==> config.mk <==
export PLATFORM = sky130hd
export DESIGN_NAME = mfa_controller
export DESIGN_NICKNAME = d
export VERILOG_FILES = /design/src/mfa_pkg.sv /design/src/mfa_controller.sv
export SDC_FILE = /design/constraint.sdc
export NUM_CORES = 1
export LEC_CHECK = 0
export BUFFER_PORTS_ARGS = -buffer_cell sky130_fd_sc_hd__clkbuf_2
export CAP_MARGIN = 40
export CORE_ASPECT_RATIO = 0.6
export CORE_MARGIN = 8
export CORE_UTILIZATION = 26
export CTS_BUF_LIST = sky130_fd_sc_hd__clkbuf_4 sky130_fd_sc_hd__clkbuf_8
export DETAILED_ROUTE_END_ITERATION = 6
export PLACE_DENSITY_LB_ADDON = 0.05
export SYNTH_ARGS = -nofsm -noshare
export SYNTH_HDL_FRONTEND = slang
export SYNTH_SLANG_ARGS = --single-unit
==> constraint.sdc <==
create_clock -name clk -period 2.2 [get_ports clk]
set_input_delay 0.44 -clock clk [delete_from_list [all_inputs] [get_ports clk]]
set_output_delay 0.44 -clock clk [all_outputs]
set_load 0.1 [all_outputs]
==> src/mfa_pkg.sv <==
package mfa_pkg;

    localparam int MOD_W = 30;
    localparam int RAW_W = 64;
    localparam int EXP_W = 63;
    localparam int CMD_W = 3;
    localparam int MP_W = MOD_W + 2;
    localparam int CNT_W = 7;
    localparam int PCNT_W = 6;
    localparam int ADDR_W = 3;
    localparam int DATA_W = 32;

    localparam logic [MOD_W-1:0] MOD_RESET = MOD_W'(998244353);
    localparam logic [CNT_W-1:0] DIV_SHORT_STEPS = CNT_W'(MOD_W);
    localparam logic [CNT_W-1:0] DIV_RAW_STEPS = CNT_W'(RAW_W);
    localparam logic [CNT_W-1:0] MUL_STEPS = CNT_W'(MP_W);
    localparam logic [PCNT_W-1:0] POW_LAST_BIT = PCNT_W'(EXP_W - 1);
    localparam logic [ADDR_W-1:0] REG_MODULUS = '0;

    typedef enum logic [CMD_W-1:0] {
        CMD_REDUCE   = 3'd0,
        CMD_NEGATE   = 3'd1,
        CMD_ADD      = 3'd2,
        CMD_SUBTRACT = 3'd3,
        CMD_MULTIPLY = 3'd4,
        CMD_DIVIDE   = 3'd5,
        CMD_POWER    = 3'd6,
        CMD_EQUAL    = 3'd7
    } cmd_t;

    typedef enum logic [4:0] {
        OP_IDLE,
        OP_LOAD,
        OP_DEGEN,
        OP_DIV_A,
        OP_DIV_B,
        OP_DIV_RAW,
        OP_DIV_EUC,
        OP_DIV_RUN,
        OP_SAVE_A,
        OP_SAVE_B,
        OP_SAVE_RAW,
        OP_ALU,
        OP_ZERO_DIV,
        OP_MUL_AB,
        OP_MUL_SQ,
        OP_MUL_BASE,
        OP_MUL_INV,
        OP_MUL_RUN,
        OP_SAVE_PROD,
        OP_SAVE_MUL,
        OP_POW_INIT,
        OP_EXP_NEXT,
        OP_SAVE_ACC,
        OP_EUC_INIT,
        OP_EUC_Q,
        OP_EUC_UV,
        OP_SAVE_INV,
        OP_PUBLISH
    } dp_op_t;

    typedef struct packed {
        cmd_t cmd;
        logic degen;
        logic b_zero;
        logic y_zero;
        logic exp_bit;
        logic pow_last;
        logic run_done;
    } dp_status_t;

    typedef enum logic [4:0] {
        S_IDLE,
        S_CHECK,
        S_RED_A,
        S_RED_A_RUN,
        S_RED_B,
        S_RED_B_RUN,
        S_DISPATCH,
        S_RAW,
        S_RAW_RUN,
        S_MUL,
        S_MUL_RUN,
        S_P_INIT,
        S_P_SQ,
        S_P_SQ_RUN,
        S_P_BASE,
        S_P_BASE_RUN,
        S_P_NEXT,
        S_E_INIT,
        S_E_TEST,
        S_E_DIV_RUN,
        S_E_UV,
        S_E_FIN,
        S_E_FIN_RUN,
        S_PUT
    } state_t;

endpackage

==> src/mfa_controller.sv <==
module mfa_controller
    import mfa_pkg::*;
(
    input  logic       clk,
    input  logic       rst_n,
    input  logic       in_valid,
    output logic       in_ready,
    output logic       out_valid,
    input  logic       out_ready,
    input  dp_status_t status,
    output dp_op_t     op
);

    state_t state_reg;
    state_t state_next;
    logic   out_valid_reg;
    logic   out_valid_next;

    always_ff @(posedge clk or negedge rst_n)
    begin
        if (!rst_n)
        begin
            state_reg     <= S_IDLE;
            out_valid_reg <= 1'b0;
        end
        else
        begin
            state_reg     <= state_next;
            out_valid_reg <= out_valid_next;
        end
    end

    always_comb
    begin
        state_next     = state_reg;
        op             = OP_IDLE;
        in_ready       = 1'b0;
        out_valid_next = out_valid_reg && !out_ready;
        case (state_reg)
            S_IDLE:
            begin
                in_ready = 1'b1;
                if (in_valid)
                begin
                    op         = OP_LOAD;
                    state_next = S_CHECK;
                end
            end
            S_CHECK:
            begin
                if (status.degen)
                begin
                    op         = OP_DEGEN;
                    state_next = S_PUT;
                end
                else if (status.cmd == CMD_REDUCE)
                    state_next = S_RAW;
                else
                    state_next = S_RED_A;
            end
            S_RED_A:
            begin
                op         = OP_DIV_A;
                state_next = S_RED_A_RUN;
            end
            S_RED_A_RUN:
            begin
                if (status.run_done)
                begin
                    op         = OP_SAVE_A;
                    state_next = S_RED_B;
                end
                else
                    op = OP_DIV_RUN;
            end
            S_RED_B:
            begin
                op         = OP_DIV_B;
                state_next = S_RED_B_RUN;
            end
            S_RED_B_RUN:
            begin
                if (status.run_done)
                begin
                    op         = OP_SAVE_B;
                    state_next = S_DISPATCH;
                end
                else
                    op = OP_DIV_RUN;
            end
            S_DISPATCH:
            begin
                case (status.cmd)
                    CMD_MULTIPLY: state_next = S_MUL;
                    CMD_POWER:    state_next = S_P_INIT;
                    CMD_DIVIDE:
                    begin
                        if (status.b_zero)
                        begin
                            op         = OP_ZERO_DIV;
                            state_next = S_PUT;
                        end
                        else
                            state_next = S_E_INIT;
                    end
                    default:
                    begin
                        op         = OP_ALU;
                        state_next = S_PUT;
                    end
                endcase
            end
            S_RAW:
            begin
                op         = OP_DIV_RAW;
                state_next = S_RAW_RUN;
            end
            S_RAW_RUN:
            begin
                if (status.run_done)
                begin
                    op         = OP_SAVE_RAW;
                    state_next = S_PUT;
                end
                else
                    op = OP_DIV_RUN;
            end
            S_MUL:
            begin
                op         = OP_MUL_AB;
                state_next = S_MUL_RUN;
            end
            S_MUL_RUN:
            begin
                if (status.run_done)
                begin
                    op         = OP_SAVE_PROD;
                    state_next = S_PUT;
                end
                else
                    op = OP_MUL_RUN;
            end
            S_P_INIT:
            begin
                op         = OP_POW_INIT;
                state_next = S_P_SQ;
            end
            S_P_SQ:
            begin
                op         = OP_MUL_SQ;
                state_next = S_P_SQ_RUN;
            end
            S_P_SQ_RUN:
            begin
                if (status.run_done)
                begin
                    op         = OP_SAVE_MUL;
                    state_next = status.exp_bit ? S_P_BASE : S_P_NEXT;
                end
                else
                    op = OP_MUL_RUN;
            end
            S_P_BASE:
            begin
                op         = OP_MUL_BASE;
                state_next = S_P_BASE_RUN;
            end
            S_P_BASE_RUN:
            begin
                if (status.run_done)
                begin
                    op         = OP_SAVE_MUL;
                    state_next = S_P_NEXT;
                end
                else
                    op = OP_MUL_RUN;
            end
            S_P_NEXT:
            begin
                if (status.pow_last)
                begin
                    op         = OP_SAVE_ACC;
                    state_next = S_PUT;
                end
                else
                begin
                    op         = OP_EXP_NEXT;
                    state_next = S_P_SQ;
                end
            end
            S_E_INIT:
            begin
                op         = OP_EUC_INIT;
                state_next = S_E_TEST;
            end
            S_E_TEST:
            begin
                if (status.y_zero)
                    state_next = S_E_FIN;
                else
                begin
                    op         = OP_DIV_EUC;
                    state_next = S_E_DIV_RUN;
                end
            end
            S_E_DIV_RUN:
            begin
                if (status.run_done)
                begin
                    op         = OP_EUC_Q;
                    state_next = S_E_UV;
                end
                else
                    op = OP_DIV_RUN;
            end
            S_E_UV:
            begin
                op         = OP_EUC_UV;
                state_next = S_E_TEST;
            end
            S_E_FIN:
            begin
                op         = OP_MUL_INV;
                state_next = S_E_FIN_RUN;
            end
            S_E_FIN_RUN:
            begin
                if (status.run_done)
                begin
                    op         = OP_SAVE_INV;
                    state_next = S_PUT;
                end
                else
                    op = OP_MUL_RUN;
            end
            S_PUT:
            begin
                // wait for the output slot to drain
                if (!out_valid_reg || out_ready)
                begin
                    op             = OP_PUBLISH;
                    out_valid_next = 1'b1;
                    state_next     = S_IDLE;
                end
            end
            default: state_next = S_IDLE;
        endcase
    end

    assign out_valid = out_valid_reg;

`ifndef SYNTHESIS
    a_publish_sets_valid: assert property (@(posedge clk) disable iff (!rst_n)
        op == OP_PUBLISH |=> out_valid_reg)
        else $error("publish without output valid");
    a_no_overwrite: assert property (@(posedge clk) disable iff (!rst_n)
        op == OP_PUBLISH |-> (!out_valid_reg || out_ready))
        else $error("pending result overwritten");
    a_load_from_idle: assert property (@(posedge clk) disable iff (!rst_n)
        op == OP_LOAD |=> state_reg == S_CHECK)
        else $error("load did not start a command");
`endif

endmodule

After elaboration in Yosys (flattened, before gate mapping)
Index checks and enable logic that the tools add are counted.
- flip-flop bits (word level): 6
- input port bits: 13
- output and inout port bits: 7
- word-level logic and storage cells: 81
- muxes and demuxes: 34
- reduce and logical (&&, ||, !) cells: 11
- eq/ne operators: 34
- operators with widths (operator ; number):
    5-bit case mux with 23 select lines ; 1
    5-bit case mux with 21 select lines ; 1
    5-bit 2-to-1 mux ; 13
    5-bit by 4-bit equality test with 1-bit output (second input constant) ; 8
    5-bit equality test (second input constant) ; 8
    5-bit by 3-bit equality test with 1-bit output (second input constant) ; 4
    4-bit 2-to-1 mux ; 5
    5-bit case mux with 3 select lines ; 1
    2-bit != test (second input constant) ; 7
    3-bit 2-to-1 mux ; 4
    5-bit by 2-bit equality test with 1-bit output (second input constant) ; 2
    3-bit equality test (second input constant) ; 3
    2-bit 2-to-1 mux ; 4
    4-bit case mux with 2 select lines ; 1
    8-bit AND reduction ; 1
    2-bit OR reduction ; 3
    5-bit by 1-bit equality test with 1-bit output (second input constant) ; 1
    5-bit zero test ; 1
    1-bit 2-to-1 mux ; 4
    3-bit zero test ; 1
    3-bit OR reduction ; 1
    1-bit zero test ; 2
    2-bit by 1-bit != test with 1-bit output (second input constant) ; 1
    1-bit logical AND ; 1
    1-bit logical OR ; 1

Logic depth before layout (Yosys ltp)
- word-level depth: 4
- depth in mapped cells: 8
- depth with buffers taken out: 5

Worst setup path after synthesis
Ideal clock, no wire load.
- kind: register to output
- start: reg state_reg[2]
- end: out op[0]
- data arrival time: 2.405 ns
- path slack: -0.645 ns
- required time: 1.760 ns
- cell stages (with the launch flop): 7
- path buffers: 1
- path through: dfrtp_1 -> buf_2 -> nor2_1 -> and3_1 -> nand2_1 -> nand3_1 -> or3_1
- longest elaborated chain between the ends: 3
- elaborated cells between the ends (all ways): 26
- those cells by class: eq/ne (23); mux (1); reduce/logical (2)
- RTL lines (item ; RTL line ; text):
    start, declared ; mfa_controller.sv:14 ; state_t state_reg;
    start signal, assigned ; mfa_controller.sv:28 ; state_reg <= state_next;
    5-bit by 4-bit equality test with 1-bit output ; mfa_controller.sv:39 ; case (state_reg)
    2-bit OR reduction (no source line) ; n/a ;
    5-bit case mux with 23 select lines * ; mfa_controller.sv:39 ;
    end, declared ; mfa_controller.sv:11 ; output dp_op_t op
Mark *: on every way between the ends. The rest lies on a longest branch, timed or not.

Final worst setup path
- start: reg state_reg[1]
- end: out op[1]
The elaborated chain is that of the path after synthesis.

==> impl_summary.txt <==
----------------------------------------------------
[Outcome]
  Outcome ... finished with violations
  Violated checks ... negative setup slack

[Worst setup path]
  Cells along the critical path ... buf_6 -> nor2b_1 -> a32oi_2 -> o32ai_2 -> a2111o_2 -> buf_12
  Startpoint class of the critical path ... flip-flop
  Critical path endpoint category ... primary output
  Worst setup path category ... reg -> out
  Critical path peak fanout ... 6
  Largest stage delay on the critical path ... 0.46 ns
  Worst endpoint data arrival time ... 1.98 ns
  CP max stage cell ... dfrtp_2
  Critical Path RT ... 1.76 ns

[Floorplanning]
  Area of the die ... 7062 sq um
  Core Rows ... 19
  Horizontal die dimension ... 103.3 um
  Placeable Area ... 4493 sq um
  I/O pin cnt ... 20
  Die Ht ... 68.38 um
  Effective utilization at floorplan ... 0.2646

[STA]
  Number of endpoints failing setup at the final stage ... 4
  Max Transition Viols Final ... 0
  Summed negative setup slack over all endpoints ... -0.7154 ns
  Achievable frequency ... 0.4127 GHz
  Min Clock Period, post-route ... 2.423 ns
  Final worst path period share ... 1.101
  RSZ-0062 raised after global routing ... yes
  Worst Slack Setup Final ... -0.2231 ns
  Worst setup skew after layout ... 0.003028 ns
  Worst slew pin tran ... 0.5397 ns
  Final number of hold-violating endpoints ... 0
  Relative max-transition margin ... 0.6417

[Detailed routing]
  Remaining number of nets flagged by the antenna check after routing ... 0
  Routed via count ... 1,785
  Violation count after the first detailed-route iteration ... 125
  DRT Wirelength ... 5.856 mm
  Final routed wire length divided by cell count ... 18.47 um
  Average via count per standard cell ... 5.631
  Drc violations ... 0
  DR pass1 iterations ... 5

[Synthesis]
  Area share of the largest cell type after synthesis ... 0.1263
  Synthesized Nets ... 182
  Synthesized cell area ... 1189 sq um
  Unique masters post-synth ... 53
  Dominant register cell in the synthesized netlist ... dfrtp_1
  Seq/Total Area, Yosys ... 0.1263
  Synthesized area divided by synthesized cell count ... 7.033 sq um
  Biggest area consumer among synthesized cells ... dfrtp_1
  Share of synthesized flip-flops with an asynchronous set or reset ... 1.000
  Synthesis-stage register bit count ... 6
  Number of enable-type register cells in the synthesized netlist ... 0
  Total number of yosys warnings ... 0
  Top cells by area in the synthesized netlist ... dfrtp_1, a21oi_1, nand2b_1, o21ai_0, buf_2
  Gate count of the mapped netlist ... 169

[Clock network]
  Number of clock buffers inserted by TritonCTS ... 3
  Clock transition at path regs ... 0.04 ns
  Root buffer cell ... clkbuf_8
  Clock tree from TritonCTS ... yes
  Worst-case clock buffer depth ... 2
  Number of levels in the clock H-tree ... 1
  TritonCTS sink count ... 6
  Skew-Pair Late Insertion Delay ... 0.23 ns

[Cells and area]
  Number of antenna repair diodes ... 0
  Area occupied by registers ... 156.4 sq um
  Multi-input combinational cell area ... 1109 sq um
  Most common library cell in the layout ignoring fill and taps ... buf_4
  Post-route standard cell area excluding fillers ... 2277 sq um
  Layout cells sized above 1 ... 0.5866
  Core utilization of the finished layout ... 0.5068
  Max reg flops ... 5
  Most used cells in the layout excluding fill and tap cells ... buf_4, a21oi_1, clkbuf_2, buf_6, nor2_1
  Post-layout nets ... 268
  # fillers ... 431
  Area Overhead vs Synth ... 91.58%

[Global routing]
  Global-route wire length before repair ... 9.287 mm
  Total gr overflow ... 0
  Vias in the first global route ... 1,764
  Initial antenna violation count ... 0
  Largest net degree at the start of global routing ... 11
  All-Layer GR Usage ... 0.1725

[Hold path]
  Min-delay worst type ... in -> async

[Placement]
  Post-Place Cell Area ... 1853 sq um
  Detailed-placement wirelength estimate ... 4.235 mm
  I/O Buffers ... 19
  Final estimated routing congestion in global placement ... 0.8504

[Run]
  Number of max-cap violations ... 0

----------------------------------------------------
-- metrics by stage --
stage          hold slack (ns)  instances  worst slack, ns
2_1_floorplan           0.1444        169          -0.2129
3_5_place_dp            0.2796        294          -0.1306
4_1_cts                0.03930        314          -0.2204
5_1_grt                0.05116        317          -0.2830
6_report               0.04340        317          -0.2231
3_3_place_gp            0.2735        294          -0.1495
-- synthesized netlist by cell type (5+ instances only) --
cell       n
nand2_1    9
nand2b_1  10
dfrtp_1    6
nor3_1     5
nand3_1    9
o21ai_0   10
inv_1      6
buf_2      9
nor2b_1    7
a21oi_1   14
nor2_1    11
-- area by class of cell --
| class | count | area share |
|---|---|---|
| Timing Repair Buffer | 97 | 0.3775 |
| Inverter | 6 | 0.01099 |
| Multi-Input combinational cell | 141 | 0.4868 |
| Tap cell | 63 | 0.03462 |
| Clock buffer | 4 | 0.02143 |
| Sequential cell | 6 | 0.06868 |
-- cell families after synthesis --
family	after synthesis	share of synthesized area
AND/OR/NAND/NOR	73	0.3495
AO/OA/AOI/OAI	62	0.3716
buffers and inverters	22	0.09157
flip-flops	6	0.1263
multiplexers	4	0.04631
XOR/XNOR	2	0.01474
-- worst max-delay path, delay by kind of cell, from the launching register on --
family | cells | cell delay [ns]
buffers and inverters | 2 | 0.34
and+or+nand+nor | 1 | 0.16
AOI/OAI and AO/OA | 3 | 0.79
DFF | 1 | 0.46
-- final timing paths --
path	slack, ns	end	startpoint	cells past startpoint
worst min-delay path	0.04	state_reg[4]	rst_n	1
max in group asynchronous	1.97	state_reg[1]	rst_n	1
worst min register to register	0.63	out_valid	out_valid	2
worst max register to register	0.03	state_reg[2]	state_reg[1]	8
min in group clk	0.63	out_valid	out_valid	2
worst max-delay path	-0.22	op[1]	state_reg[1]	6
-- repair_timing --
item / CTS / global route
gates cloned: 1 / 0
hold buffers: 0 / 0
endpoints found under the setup margin: 7 / 9
resized for setup: 43 / 24
pin swaps: 11 / 11
setup buffers: 15 / 4
-- layer usage --
metal	track usage	wire (um)	up-vias
met3	0.04772	455	15
met2	0.2712	2473	95
met1	0.2258	2846	855
met5	0	0	-
li1	-	-	820
met4	0.05188	80	0
Power is left out: the tool's default activity adds up to more than one toggle a clock period on the data nets, which glitch-free logic cannot reach.
