$ cat config.mk
export PLATFORM = sky130hd
export DESIGN_NAME = mfa_datapath
export DESIGN_NICKNAME = d
export VERILOG_FILES = /design/src/mfa_pkg.sv /design/src/mfa_datapath.sv
export SDC_FILE = /design/constraint.sdc
export NUM_CORES = 2
export LEC_CHECK = 0
export BUFFER_PORTS_ARGS = -buffer_cell sky130_fd_sc_hd__buf_2
export CAP_MARGIN = 20
export CORE_UTILIZATION = 45
export DETAILED_ROUTE_END_ITERATION = 10
export SLEW_MARGIN = 20
export SYNTH_ARGS = -nofsm -noshare
export SYNTH_HDL_FRONTEND = slang
export SYNTH_SLANG_ARGS = --single-unit
$ cat constraint.sdc
create_clock -name clk -period 14.7 [get_ports clk]
set_input_delay 1.47 -clock clk [delete_from_list [all_inputs] [get_ports clk]]
set_output_delay 1.47 -clock clk [all_outputs]
set_load 0.05 [all_outputs]
$ cat src/mfa_pkg.sv
package mfa_pkg;

    localparam int MOD_W = 30;
    localparam int RAW_W = 64;
    localparam int EXP_W = 63;
    localparam int CMD_W = 3;
    localparam int MP_W = MOD_W + 2;
    localparam int CNT_W = 7;
    localparam int PCNT_W = 6;
    localparam int ADDR_W = 3;
    localparam int DATA_W = 32;

    localparam logic [MOD_W-1:0] MOD_RESET = MOD_W'(998244353);
    localparam logic [CNT_W-1:0] DIV_SHORT_STEPS = CNT_W'(MOD_W);
    localparam logic [CNT_W-1:0] DIV_RAW_STEPS = CNT_W'(RAW_W);
    localparam logic [CNT_W-1:0] MUL_STEPS = CNT_W'(MP_W);
    localparam logic [PCNT_W-1:0] POW_LAST_BIT = PCNT_W'(EXP_W - 1);
    localparam logic [ADDR_W-1:0] REG_MODULUS = '0;

    typedef enum logic [CMD_W-1:0] {
        CMD_REDUCE   = 3'd0,
        CMD_NEGATE   = 3'd1,
        CMD_ADD      = 3'd2,
        CMD_SUBTRACT = 3'd3,
        CMD_MULTIPLY = 3'd4,
        CMD_DIVIDE   = 3'd5,
        CMD_POWER    = 3'd6,
        CMD_EQUAL    = 3'd7
    } cmd_t;

    typedef enum logic [4:0] {
        OP_IDLE,
        OP_LOAD,
        OP_DEGEN,
        OP_DIV_A,
        OP_DIV_B,
        OP_DIV_RAW,
        OP_DIV_EUC,
        OP_DIV_RUN,
        OP_SAVE_A,
        OP_SAVE_B,
        OP_SAVE_RAW,
        OP_ALU,
        OP_ZERO_DIV,
        OP_MUL_AB,
        OP_MUL_SQ,
        OP_MUL_BASE,
        OP_MUL_INV,
        OP_MUL_RUN,
        OP_SAVE_PROD,
        OP_SAVE_MUL,
        OP_POW_INIT,
        OP_EXP_NEXT,
        OP_SAVE_ACC,
        OP_EUC_INIT,
        OP_EUC_Q,
        OP_EUC_UV,
        OP_SAVE_INV,
        OP_PUBLISH
    } dp_op_t;

    typedef struct packed {
        cmd_t cmd;
        logic degen;
        logic b_zero;
        logic y_zero;
        logic exp_bit;
        logic pow_last;
        logic run_done;
    } dp_status_t;

    typedef enum logic [4:0] {
        S_IDLE,
        S_CHECK,
        S_RED_A,
        S_RED_A_RUN,
        S_RED_B,
        S_RED_B_RUN,
        S_DISPATCH,
        S_RAW,
        S_RAW_RUN,
        S_MUL,
        S_MUL_RUN,
        S_P_INIT,
        S_P_SQ,
        S_P_SQ_RUN,
        S_P_BASE,
        S_P_BASE_RUN,
        S_P_NEXT,
        S_E_INIT,
        S_E_TEST,
        S_E_DIV_RUN,
        S_E_UV,
        S_E_FIN,
        S_E_FIN_RUN,
        S_PUT
    } state_t;

endpackage

$ cat src/mfa_datapath.sv
module mfa_datapath
    import mfa_pkg::*;
(
    input  logic                    clk,
    input  logic                    rst_n,
    input  dp_op_t                  op,
    input  logic [MOD_W-1:0]        modulus,
    input  logic [CMD_W-1:0]        command,
    input  logic [MOD_W-1:0]        operand_a,
    input  logic [MOD_W-1:0]        operand_b,
    input  logic signed [RAW_W-1:0] raw_value,
    input  logic [EXP_W-1:0]        exponent,
    output dp_status_t              status,
    output logic [MOD_W-1:0]        result,
    output logic                    zero_divisor
);

    cmd_t                   cmd_reg;
    logic [MOD_W-1:0]       m_reg;
    logic [MOD_W-1:0]       a_in_reg;
    logic [MOD_W-1:0]       b_in_reg;
    logic [RAW_W-1:0]       raw_reg;
    logic [EXP_W-1:0]       e_reg;
    logic [MOD_W-1:0]       a_reg;
    logic [MOD_W-1:0]       b_reg;
    logic [CNT_W-1:0]       cnt_reg;
    logic [PCNT_W-1:0]      pcnt_reg;
    logic [RAW_W-1:0]       dvd_reg;
    logic [MOD_W-1:0]       rem_reg;
    logic [MOD_W-1:0]       den_reg;
    logic [MOD_W-1:0]       mc_reg;
    logic [MP_W-1:0]        mp_reg;
    logic [MOD_W-1:0]       mm_reg;
    logic [MOD_W-1:0]       acc_reg;
    logic [MOD_W-1:0]       x_reg;
    logic [MOD_W-1:0]       y_reg;
    logic signed [MP_W-1:0] u_reg;
    logic signed [MP_W-1:0] v_reg;
    logic signed [MP_W-1:0] prod_reg;
    logic [MOD_W-1:0]       res_reg;
    logic                   zd_reg;
    logic [MOD_W-1:0]       out_res_reg;
    logic                   out_zd_reg;

    logic [MOD_W:0]         rem_sh;
    logic                   rem_ge;
    logic [MOD_W:0]         rem_sub;
    logic [MOD_W:0]         t1;
    logic [MOD_W:0]         t1_sub;
    logic [MOD_W-1:0]       t1r;
    logic [MOD_W:0]         t2;
    logic [MOD_W:0]         t2_sub;
    logic [MOD_W-1:0]       mm_next;
    logic [MOD_W-1:0]       rem_lo;
    logic [MOD_W-1:0]       mm_neg;
    logic [MOD_W-1:0]       rem_neg;
    logic [MOD_W:0]         sum_ab;
    logic [MOD_W:0]         sum_sub;
    logic [MOD_W:0]         diff_ab;
    logic [MOD_W-1:0]       alu_res;
    logic [MP_W-1:0]        u_mag;
    logic [RAW_W-1:0]       raw_mag;
    logic signed [2*MOD_W+2:0] qv_full;

    // one restoring division step: remainder in rem_reg, quotient bits shift into dvd_reg
    always_comb
    begin
        rem_sh  = {rem_reg, dvd_reg[RAW_W-1]};
        rem_ge  = rem_sh >= {1'b0, den_reg};
        rem_sub = rem_sh - {1'b0, den_reg};
        rem_lo  = rem_reg;
        rem_neg = (rem_lo == '0) ? '0 : m_reg - rem_lo;
    end

    // interleaved modular multiply, multiplier msb first
    always_comb
    begin
        t1      = {mm_reg, 1'b0};
        t1_sub  = t1 - {1'b0, m_reg};
        t1r     = (t1 >= {1'b0, m_reg}) ? t1_sub[MOD_W-1:0] : t1[MOD_W-1:0];
        t2      = {1'b0, t1r} + (mp_reg[MP_W-1] ? {1'b0, mc_reg} : '0);
        t2_sub  = t2 - {1'b0, m_reg};
        mm_next = (t2 >= {1'b0, m_reg}) ? t2_sub[MOD_W-1:0] : t2[MOD_W-1:0];
        mm_neg  = (mm_reg == '0) ? '0 : m_reg - mm_reg;
    end

    always_comb
    begin
        sum_ab  = {1'b0, a_reg} + {1'b0, b_reg};
        sum_sub = sum_ab - {1'b0, m_reg};
        diff_ab = {1'b0, a_reg} + {1'b0, m_reg} - {1'b0, b_reg};
        case (cmd_reg)
            CMD_NEGATE:   alu_res = (a_reg == '0) ? '0 : m_reg - a_reg;
            CMD_ADD:      alu_res = (sum_ab >= {1'b0, m_reg}) ? sum_sub[MOD_W-1:0]
                                                                : sum_ab[MOD_W-1:0];
            CMD_SUBTRACT: alu_res = (a_reg >= b_reg) ? a_reg - b_reg : diff_ab[MOD_W-1:0];
            CMD_EQUAL:    alu_res = (a_reg == b_reg) ? MOD_W'(1) : '0;
            default:      alu_res = '0;
        endcase
        u_mag   = u_reg[MP_W-1] ? MP_W'(-u_reg) : MP_W'(u_reg);
        raw_mag = raw_reg[RAW_W-1] ? (~raw_reg) + RAW_W'(1) : raw_reg;
        qv_full = $signed({1'b0, dvd_reg[MOD_W-1:0]}) * v_reg;
    end

    always_ff @(posedge clk or negedge rst_n)
    begin
        if (!rst_n)
        begin
            cnt_reg  <= '0;
            pcnt_reg <= '0;
        end
        else
        begin
            case (op)
                OP_DIV_A, OP_DIV_B, OP_DIV_EUC: cnt_reg <= DIV_SHORT_STEPS;
                OP_DIV_RAW:                     cnt_reg <= DIV_RAW_STEPS;
                OP_MUL_AB, OP_MUL_SQ, OP_MUL_BASE, OP_MUL_INV: cnt_reg <= MUL_STEPS;
                OP_DIV_RUN, OP_MUL_RUN:         cnt_reg <= cnt_reg - CNT_W'(1);
                OP_POW_INIT:                    pcnt_reg <= POW_LAST_BIT;
                OP_EXP_NEXT:                    pcnt_reg <= pcnt_reg - PCNT_W'(1);
                default: ;
            endcase
        end
    end

    always_ff @(posedge clk)
    begin
        case (op)
            OP_LOAD:
            begin
                cmd_reg  <= cmd_t'(command);
                m_reg    <= modulus;
                a_in_reg <= operand_a;
                b_in_reg <= operand_b;
                raw_reg  <= raw_value;
                e_reg    <= exponent;
            end
            OP_DEGEN:
            begin
                res_reg <= (cmd_reg == CMD_EQUAL) ? MOD_W'(1) : '0;
                zd_reg  <= cmd_reg == CMD_DIVIDE;
            end
            OP_DIV_A:
            begin
                dvd_reg <= {a_in_reg, {(RAW_W-MOD_W){1'b0}}};
                rem_reg <= '0;
                den_reg <= m_reg;
            end
            OP_DIV_B:
            begin
                dvd_reg <= {b_in_reg, {(RAW_W-MOD_W){1'b0}}};
                rem_reg <= '0;
                den_reg <= m_reg;
            end
            OP_DIV_RAW:
            begin
                dvd_reg <= raw_mag;
                rem_reg <= '0;
                den_reg <= m_reg;
            end
            OP_DIV_EUC:
            begin
                dvd_reg <= {x_reg, {(RAW_W-MOD_W){1'b0}}};
                rem_reg <= '0;
                den_reg <= y_reg;
            end
            OP_DIV_RUN:
            begin
                rem_reg <= rem_ge ? rem_sub[MOD_W-1:0] : rem_sh[MOD_W-1:0];
                dvd_reg <= {dvd_reg[RAW_W-2:0], rem_ge};
            end
            OP_SAVE_A: a_reg <= rem_reg;
            OP_SAVE_B: b_reg <= rem_reg;
            OP_SAVE_RAW:
            begin
                res_reg <= raw_reg[RAW_W-1] ? rem_neg : rem_reg;
                zd_reg  <= 1'b0;
            end
            OP_ALU:
            begin
                res_reg <= alu_res;
                zd_reg  <= 1'b0;
            end
            OP_ZERO_DIV:
            begin
                res_reg <= '0;
                zd_reg  <= 1'b1;
            end
            OP_MUL_AB:
            begin
                mc_reg <= a_reg;
                mp_reg <= MP_W'(b_reg);
                mm_reg <= '0;
            end
            OP_MUL_SQ:
            begin
                mc_reg <= acc_reg;
                mp_reg <= MP_W'(acc_reg);
                mm_reg <= '0;
            end
            OP_MUL_BASE:
            begin
                mc_reg <= acc_reg;
                mp_reg <= MP_W'(a_reg);
                mm_reg <= '0;
            end
            OP_MUL_INV:
            begin
                mc_reg <= a_reg;
                mp_reg <= u_mag;
                mm_reg <= '0;
            end
            OP_MUL_RUN:
            begin
                mm_reg <= mm_next;
                mp_reg <= {mp_reg[MP_W-2:0], 1'b0};
            end
            OP_SAVE_PROD:
            begin
                res_reg <= mm_reg;
                zd_reg  <= 1'b0;
            end
            OP_SAVE_MUL: acc_reg <= mm_reg;
            OP_POW_INIT: acc_reg <= MOD_W'(1);
            OP_EXP_NEXT: e_reg <= {e_reg[EXP_W-2:0], 1'b0};
            OP_SAVE_ACC:
            begin
                res_reg <= acc_reg;
                zd_reg  <= 1'b0;
            end
            OP_EUC_INIT:
            begin
                x_reg <= b_reg;
                y_reg <= m_reg;
                u_reg <= MP_W'(1);
                v_reg <= '0;
            end
            OP_EUC_Q:
            begin
                x_reg    <= y_reg;
                y_reg    <= rem_reg;
                prod_reg <= qv_full[MP_W-1:0];
            end
            OP_EUC_UV:
            begin
                u_reg <= v_reg;
                v_reg <= u_reg - prod_reg;
            end
            OP_SAVE_INV:
            begin
                res_reg <= u_reg[MP_W-1] ? mm_neg : mm_reg;
                zd_reg  <= 1'b0;
            end
            OP_PUBLISH:
            begin
                out_res_reg <= res_reg;
                out_zd_reg  <= zd_reg;
            end
            default: ;
        endcase
    end

    always_comb
    begin
        status.cmd      = cmd_reg;
        status.degen    = m_reg < MOD_W'(2);
        status.b_zero   = b_reg == '0;
        status.y_zero   = y_reg == '0;
        status.exp_bit  = e_reg[EXP_W-1];
        status.pow_last = pcnt_reg == '0;
        status.run_done = cnt_reg == '0;
    end

    assign result       = out_res_reg;
    assign zero_divisor = out_zd_reg;

`ifndef SYNTHESIS
    a_div_in_range: assert property (@(posedge clk) disable iff (!rst_n)
        op == OP_DIV_RUN |-> cnt_reg != '0)
        else $error("division stepped past its bit count");
    a_mul_in_range: assert property (@(posedge clk) disable iff (!rst_n)
        op == OP_MUL_RUN |-> cnt_reg != '0)
        else $error("multiply stepped past its bit count");
    a_result_reduced: assert property (@(posedge clk) disable iff (!rst_n)
        (op == OP_PUBLISH && m_reg >= MOD_W'(2)) |=> out_res_reg < m_reg)
        else $error("published result not below modulus");
    a_zd_divide_only: assert property (@(posedge clk) disable iff (!rst_n)
        op == OP_PUBLISH |=> (!out_zd_reg || cmd_reg == CMD_DIVIDE))
        else $error("zero divisor flag outside divide");
`endif

endmodule

### After elaboration in Yosys (flattened, before gate mapping)

Index checks and enable logic that the tools add are counted.

| word-level totals | value |
|---|---|
| flip-flop bits (word level) | 757 |
| input bits | 227 |
| output and inout bits | 40 |
| logic and storage cells | 145 |

| cells by class | value |
|---|---|
| $add $sub $neg | 17 |
| multipliers | 1 |
| order comparisons | 6 |
| equality and inequality tests | 33 |
| muxes and demuxes | 32 |
| bitwise logic cells | 1 |
| reductions and logical operators | 29 |

Operators by type and width:

| operator | count |
|---|---|
| $pmux W30 S2 | 7 |
| $mux W30 | 11 |
| $pmux W64 S5 | 1 |
| $sub A30 B30 Y30 | 9 |
| $pmux W30 S7 | 1 |
| $pmux W32 S5 | 1 |
| $logic_not A30 Y1 | 5 |
| $pmux W32 S2 | 2 |
| $pmux W63 S2 | 1 |
| $ge A31 B30 Y1 | 4 |
| $pmux W30 S4 | 1 |
| $add A64 B1 Y64 const B | 1 |
| $mux W64 | 1 |
| $not A64 Y64 | 1 |
| $add A30 B30 Y31 | 2 |
| $eq A5 B5 Y1 const B | 12 |
| $eq A5 B4 Y1 const B | 8 |
| $mul A31 B32 Y32 | 1 |
| $mux W32 | 1 |
| $neg A32 Y32 | 1 |
| $sub A32 B32 Y32 | 1 |
| $add A30 B30 Y30 | 1 |
| $eq A30 B30 Y1 | 1 |
| $ge A30 B30 Y1 | 1 |
| other kinds (24) | 44 |

### Logic depth before layout (Yosys ltp)

| logic depth | value |
|---|---|
| depth after elaboration | 6 |
| mapped depth | 40 |
| mapped depth without buffers | 36 |

### Worst setup path before layout

OpenSTA, ideal clock, no wires.

| timing path | value |
|---|---|
| path kind | in2reg |
| start | input op[1] |
| end | register a_in_reg[0] (enable) |
| library setup time | 676 ps |
| data arrival time | 8588 ps |
| data required time | 14024 ps |
| setup slack | 5436 ps |
| stages on the path | 3 |
| cell sequence | clkbuf_1 -> or3_1 -> nor2_1 |

| between the ends | value |
|---|---|
| word-level cells in the longest chain between the ends | 1 |

RTL lines:

| element | RTL line | RTL |
|---|---|---|
| start, declared | mfa_datapath.sv:6 | `input dp_op_t op,` |
| $eq A5 B1 Y1 | mfa_datapath.sv:128 | `case (op)` |
| end signal, assigned | mfa_datapath.sv:133 | `a_in_reg <= operand_a;` |
| end, declared | mfa_datapath.sv:20 | `logic [MOD_W-1:0] a_in_reg;` |

Every way passes these cells.
A chain may end at the register's enable or synchronous reset.

### Worst setup path after layout

| timing path | value |
|---|---|
| start | register m_reg[1] |
| end | register mm_reg[17], data pin |

| between the ends | value |
|---|---|
| word-level cells in the longest chain between the ends | 6 |
| elaborated cells on any way between the ends | 8 |
| those cells by class | add/sub (3); order compare (2); mux (3) |

RTL lines:

| element | RTL line | RTL |
|---|---|---|
| start, declared | mfa_datapath.sv:19 | `logic [MOD_W-1:0] m_reg;` |
| start signal, assigned | mfa_datapath.sv:132 | `m_reg <= modulus;` |
| $sub A30 B30 Y30 / $ge A31 B30 Y1 (equally long branches) | mfa_datapath.sv:79, mfa_datapath.sv:80 |  |
| $mux W30 | mfa_datapath.sv:80 | `t1r = (t1 >= {1'b0, m_reg}) ? t1_sub[MOD_W-1:0] : t1[MOD_W-1:0];` |
| $add A30 B30 Y31 | mfa_datapath.sv:81 | `t2 = {1'b0, t1r} + (mp_reg[MP_W-1] ? {1'b0, mc_reg} : '0);` |
| $sub A30 B30 Y30 / $ge A31 B30 Y1 (equally long branches) | mfa_datapath.sv:82, mfa_datapath.sv:83 |  |
| $mux W30 (*) | mfa_datapath.sv:83 | `mm_next = (t2 >= {1'b0, m_reg}) ? t2_sub[MOD_W-1:0] : t2[MOD_W-1:0];` |
| $pmux W30 S2 (*) | mfa_datapath.sv:128 |  |
| end signal, assigned | mfa_datapath.sv:215 | `mm_reg <= mm_next;` |
| end, declared | mfa_datapath.sv:33 | `logic [MOD_W-1:0] mm_reg;` |

Mark *: on every way between the ends. The rest lies on a longest branch, timed or not.

==> flow_results.xml <==
<?xml version="1.0" encoding="UTF-8"?>
<metrics>
  <group name="status">
    <metric name="run_status" unit="">finished, final reports clean</metric>
  </group>
  <group name="timing">
    <metric name="post-route-period-util" unit="%">71.4</metric>
    <metric name="final_critical_path_setup_slack" unit="ns">4.20</metric>
    <metric name="rsz0062_at_grt" unit="">no</metric>
    <metric name="total_count_of_max_transition_violations_in_the_final_report" unit="">0</metric>
    <metric name="post-route-min-period" unit="ns">10.50</metric>
    <metric name="clock.fmax" unit="GHz">0.0952</metric>
    <metric name="worst-slew-pin-transition" unit="ns">1.25</metric>
    <metric name="skew" unit="ns">0.0707</metric>
    <metric name="totalNegativeSetupSlack" unit="ns">0</metric>
    <metric name="slew_headroom" unit="%">15.2</metric>
    <metric name="finalHoldViolCount" unit="">0</metric>
    <metric name="finalSetupViolations" unit="">0</metric>
  </group>
  <group name="run">
    <metric name="cap_viol_max_count" unit="">0</metric>
  </group>
  <group name="clocking">
    <metric name="cts_buffers" unit="">93</metric>
    <metric name="clock_sink_count" unit="">757</metric>
    <metric name="htree_num_levels" unit="">3</metric>
    <metric name="cts-root-buf" unit="">sky130_fd_sc_hd__clkbuf_16</metric>
    <metric name="cts_resized" unit="">0</metric>
    <metric name="clk_transition_reported_paths" unit="ns">0.06</metric>
    <metric name="clock_latency" unit="ns">0.76</metric>
    <metric name="cts-root-to-sink-buffers" unit="">3</metric>
    <metric name="postCtsHoldBufs" unit="">0</metric>
    <metric name="tritoncts" unit="">done</metric>
    <metric name="post_cts.repair.setup_buffers" unit="">0</metric>
  </group>
  <group name="yosys">
    <metric name="async_reset_ff_share" unit="%">1.72</metric>
    <metric name="netlist-cell-type-count" unit="">93</metric>
    <metric name="ys_warn_count" unit="">0</metric>
    <metric name="ys_top_cells_by_area" unit="">sky130_fd_sc_hd__edfxtp_1 (33%), sky130_fd_sc_hd__fa_1 (13%), sky130_fd_sc_hd__ha_1 (8.9%)</metric>
    <metric name="yosys_most_used_dff" unit="">sky130_fd_sc_hd__edfxtp_1</metric>
    <metric name="post-synth-top-count-cell" unit="">sky130_fd_sc_hd__nand2_1</metric>
    <metric name="synth-edff-count" unit="">744</metric>
    <metric name="synth_top_area_cell" unit="">sky130_fd_sc_hd__edfxtp_1</metric>
    <metric name="synthesis.area" unit="sq um">68000</metric>
    <metric name="synth.net_count" unit="">8325</metric>
    <metric name="number_of_instances_in_the_synthesized_netlist" unit="">7166</metric>
    <metric name="synth-seq-cells" unit="">757</metric>
    <metric name="synth_commonest_cells" unit="">sky130_fd_sc_hd__nand2_1 (978), sky130_fd_sc_hd__inv_1 (768), sky130_fd_sc_hd__edfxtp_1 (744)</metric>
    <metric name="synth.top_cell.area_share" unit="%">32.9</metric>
    <metric name="syn-mean-instance-area" unit="sq um">9.49</metric>
    <metric name="ys_seq_area_share" unit="%">33.3</metric>
  </group>
  <group name="global_route">
    <metric name="grt_max_degree" unit="">74</metric>
    <metric name="grt_pass1_vias" unit="">55300</metric>
    <metric name="grt_pass1_wl" unit="mm">385</metric>
    <metric name="track_usage" unit="%">34.9</metric>
    <metric name="grt_overflow_total" unit="">0</metric>
    <metric name="antenna_found_initial" unit="">26</metric>
  </group>
  <group name="drt">
    <metric name="detailedRoute.firstIterationViolations" unit="">6547</metric>
    <metric name="wl_per_cell" unit="um">28.6</metric>
    <metric name="postRouteWirelength" unit="mm">271</metric>
    <metric name="viasPerCell" unit="">6.11</metric>
    <metric name="postRouteAntennaNets" unit="">0</metric>
    <metric name="num_vias" unit="">57800</metric>
    <metric name="drtPass1Iterations" unit="">9</metric>
    <metric name="detail_route.drc_violations" unit="">0</metric>
  </group>
  <group name="power">
    <metric name="power.static_leakage" unit="uW">0.0318</metric>
    <metric name="vdd.ir_drop.worst" unit="mV">0.612</metric>
    <metric name="powerDensity" unit="nW/um^2">123</metric>
  </group>
  <group name="floorplan">
    <metric name="design.die.area" unit="sq um">153000</metric>
    <metric name="placement_rows" unit="">142</metric>
    <metric name="initial_utilization" unit="%">45.3</metric>
    <metric name="die_height" unit="um">391</metric>
    <metric name="horizontal_die_dimension" unit="um">391</metric>
    <metric name="ios" unit="">267</metric>
    <metric name="core-area" unit="sq um">150000</metric>
  </group>
  <group name="placement">
    <metric name="place_congestion" unit="">1.07</metric>
    <metric name="pre_cts_slack" unit="ns">4.42</metric>
    <metric name="buffer_ports.inserted" unit="">266</metric>
    <metric name="detailedPlacementHpwl" unit="mm">214</metric>
  </group>
  <group name="setup_path">
    <metric name="timing.critical_path.to_type" unit="">flop</metric>
    <metric name="crit_arrival" unit="ns">10.94</metric>
    <metric name="cp_num_buf_inv" unit="">4</metric>
    <metric name="worst_path_dominant_cell_family" unit="">compound AO/OA/AOI/OAI gates</metric>
    <metric name="worst-setup-path-type" unit="">flop to flop</metric>
    <metric name="worst_path_max_delay_cell" unit="">sky130_fd_sc_hd__edfxtp_1</metric>
    <metric name="maximum_fanout_count_along_the_critical_path" unit="">56</metric>
    <metric name="critPathRequiredTime" unit="ns">15.14</metric>
    <metric name="cp_slowest_stage_delay" unit="ns">0.75</metric>
    <metric name="startpoint_type" unit="">flop</metric>
  </group>
  <group name="final_layout">
    <metric name="num-nets-final" unit="">8512</metric>
    <metric name="final.fill_count" unit="">14100</metric>
    <metric name="post_route_cells_drive_above_1_share" unit="%">9.19</metric>
    <metric name="syn2layout_area_growth" unit="%">10.4</metric>
  </group>
  <group name="min_path">
    <metric name="hold_path_class" unit="">flop to flop</metric>
  </group>
</metrics>
## through the flow
stage / total power (uW) / area [sq um] / hold slack (ns) / utilization [%] / cells
final: 9200 / 75100 / 0.423 / 50.1 / 9458
after global routing: 9720 / 75000 / 0.429 / 50.0 / 9447
after CTS: 9250 / 75000 / 0.422 / 50.0 / 9445
after detailed placement: 6820 / 71900 / 0.406 / 47.9 / 9274
after global placement: 6780 / 71900 / 0.402 / 47.9 / 9274
after floorplan: 5430 / 68000 / 0.400 / - / 7166
## per-layer routing
layer	routed length, um	global-route usage (%)	vias up	part of all wire (%)
met5	117	0	-	0.043
met4	19100	21.1	16	7.0
met3	25500	6.33	682	9.4
met2	119000	53.3	3064	44
met1	107000	46.1	28700	39
li1	-	-	25400	-
## power by group
part           internal (uW)  switching [uW]  leakage [uW]
Clock                   1400            1020       0.00152
Combinational           1650            2470        0.0232
Sequential              2590            72.6       0.00699
## logic make-up after synthesis
family                   Yosys count  share of synthesized area (%)
XOR/XNOR                         454                           5.85
buffers and inverters           1069                           5.92
multiplexers                     119                           2.17
AND/OR/NAND/NOR                 2305                           15.9
flip-flops                       757                           33.3
AO/OA/AOI/OAI                   1530                           14.7
adder cells (fa/ha/maj)          932                           22.1
## area by class of cell
| type | count | area [sq um] | share of cell area (%) |
|---|---|---|---|
| Sequential cell | 757 | 22700 | 30.2 |
| Timing Repair Buffer | 392 | 2280 | 3.04 |
| Inverter | 769 | 2890 | 3.85 |
| Multi-Input combinational cell | 5340 | 41500 | 55.3 |
| Tap cell | 2016 | 2520 | 3.36 |
| Antenna cell | 13 | 32.5 | 0.0433 |
| Clock buffer | 116 | 2460 | 3.28 |
| Clock inverter | 55 | 698 | 0.930 |
## worst paths after layout
path	end	cells after the start	startpoint	slack [ns]
setup reg to reg	mm_reg[17]	36	m_reg[1]	4.20
hold reg to reg	result[15]	0	res_reg[15]	0.42
max in group asynchronous	pcnt_reg[3]	1	rst_n	13.85
min in group asynchronous	pcnt_reg[5]	1	rst_n	0.61
hold / removal	result[15]	0	res_reg[15]	0.42
setup / recovery	mm_reg[17]	36	m_reg[1]	4.20
## placed cells by master (no fill, tap or decap), types with 17 or more instances in the layout
cell	n
sky130_fd_sc_hd__edfxtp_1	744
sky130_fd_sc_hd__o211ai_1	36
sky130_fd_sc_hd__or3_1	52
sky130_fd_sc_hd__mux4_2	19
sky130_fd_sc_hd__buf_2	265
sky130_fd_sc_hd__o22ai_1	33
sky130_fd_sc_hd__ha_1	484
sky130_fd_sc_hd__nand3_1	95
sky130_fd_sc_hd__nor2_1	444
sky130_fd_sc_hd__o21a_1	55
sky130_fd_sc_hd__nand2_1	978
sky130_fd_sc_hd__a222oi_1	48
sky130_fd_sc_hd__o21ai_0	375
sky130_fd_sc_hd__a21o_1	164
sky130_fd_sc_hd__o21bai_1	40
sky130_fd_sc_hd__nand4_1	55
sky130_fd_sc_hd__xor2_1	150
sky130_fd_sc_hd__and3_1	44
sky130_fd_sc_hd__nor2b_1	48
sky130_fd_sc_hd__clkbuf_1	19
sky130_fd_sc_hd__nor3_1	86
sky130_fd_sc_hd__clkbuf_16	94
sky130_fd_sc_hd__buf_4	127
sky130_fd_sc_hd__a21oi_1	339
sky130_fd_sc_hd__a22oi_1	27
sky130_fd_sc_hd__a31oi_1	60
sky130_fd_sc_hd__nor4_1	54
sky130_fd_sc_hd__mux2_2	38
sky130_fd_sc_hd__or2_2	28
sky130_fd_sc_hd__nand2b_1	60
sky130_fd_sc_hd__xnor2_1	304
sky130_fd_sc_hd__a221oi_1	17
sky130_fd_sc_hd__a21boi_0	23
sky130_fd_sc_hd__inv_1	768
sky130_fd_sc_hd__o31ai_1	70
sky130_fd_sc_hd__and2_1	263
sky130_fd_sc_hd__o41ai_1	20
sky130_fd_sc_hd__fa_1	448
sky130_fd_sc_hd__mux2i_1	62
sky130_fd_sc_hd__a211oi_1	48
(Power assumes the default switching activity.)
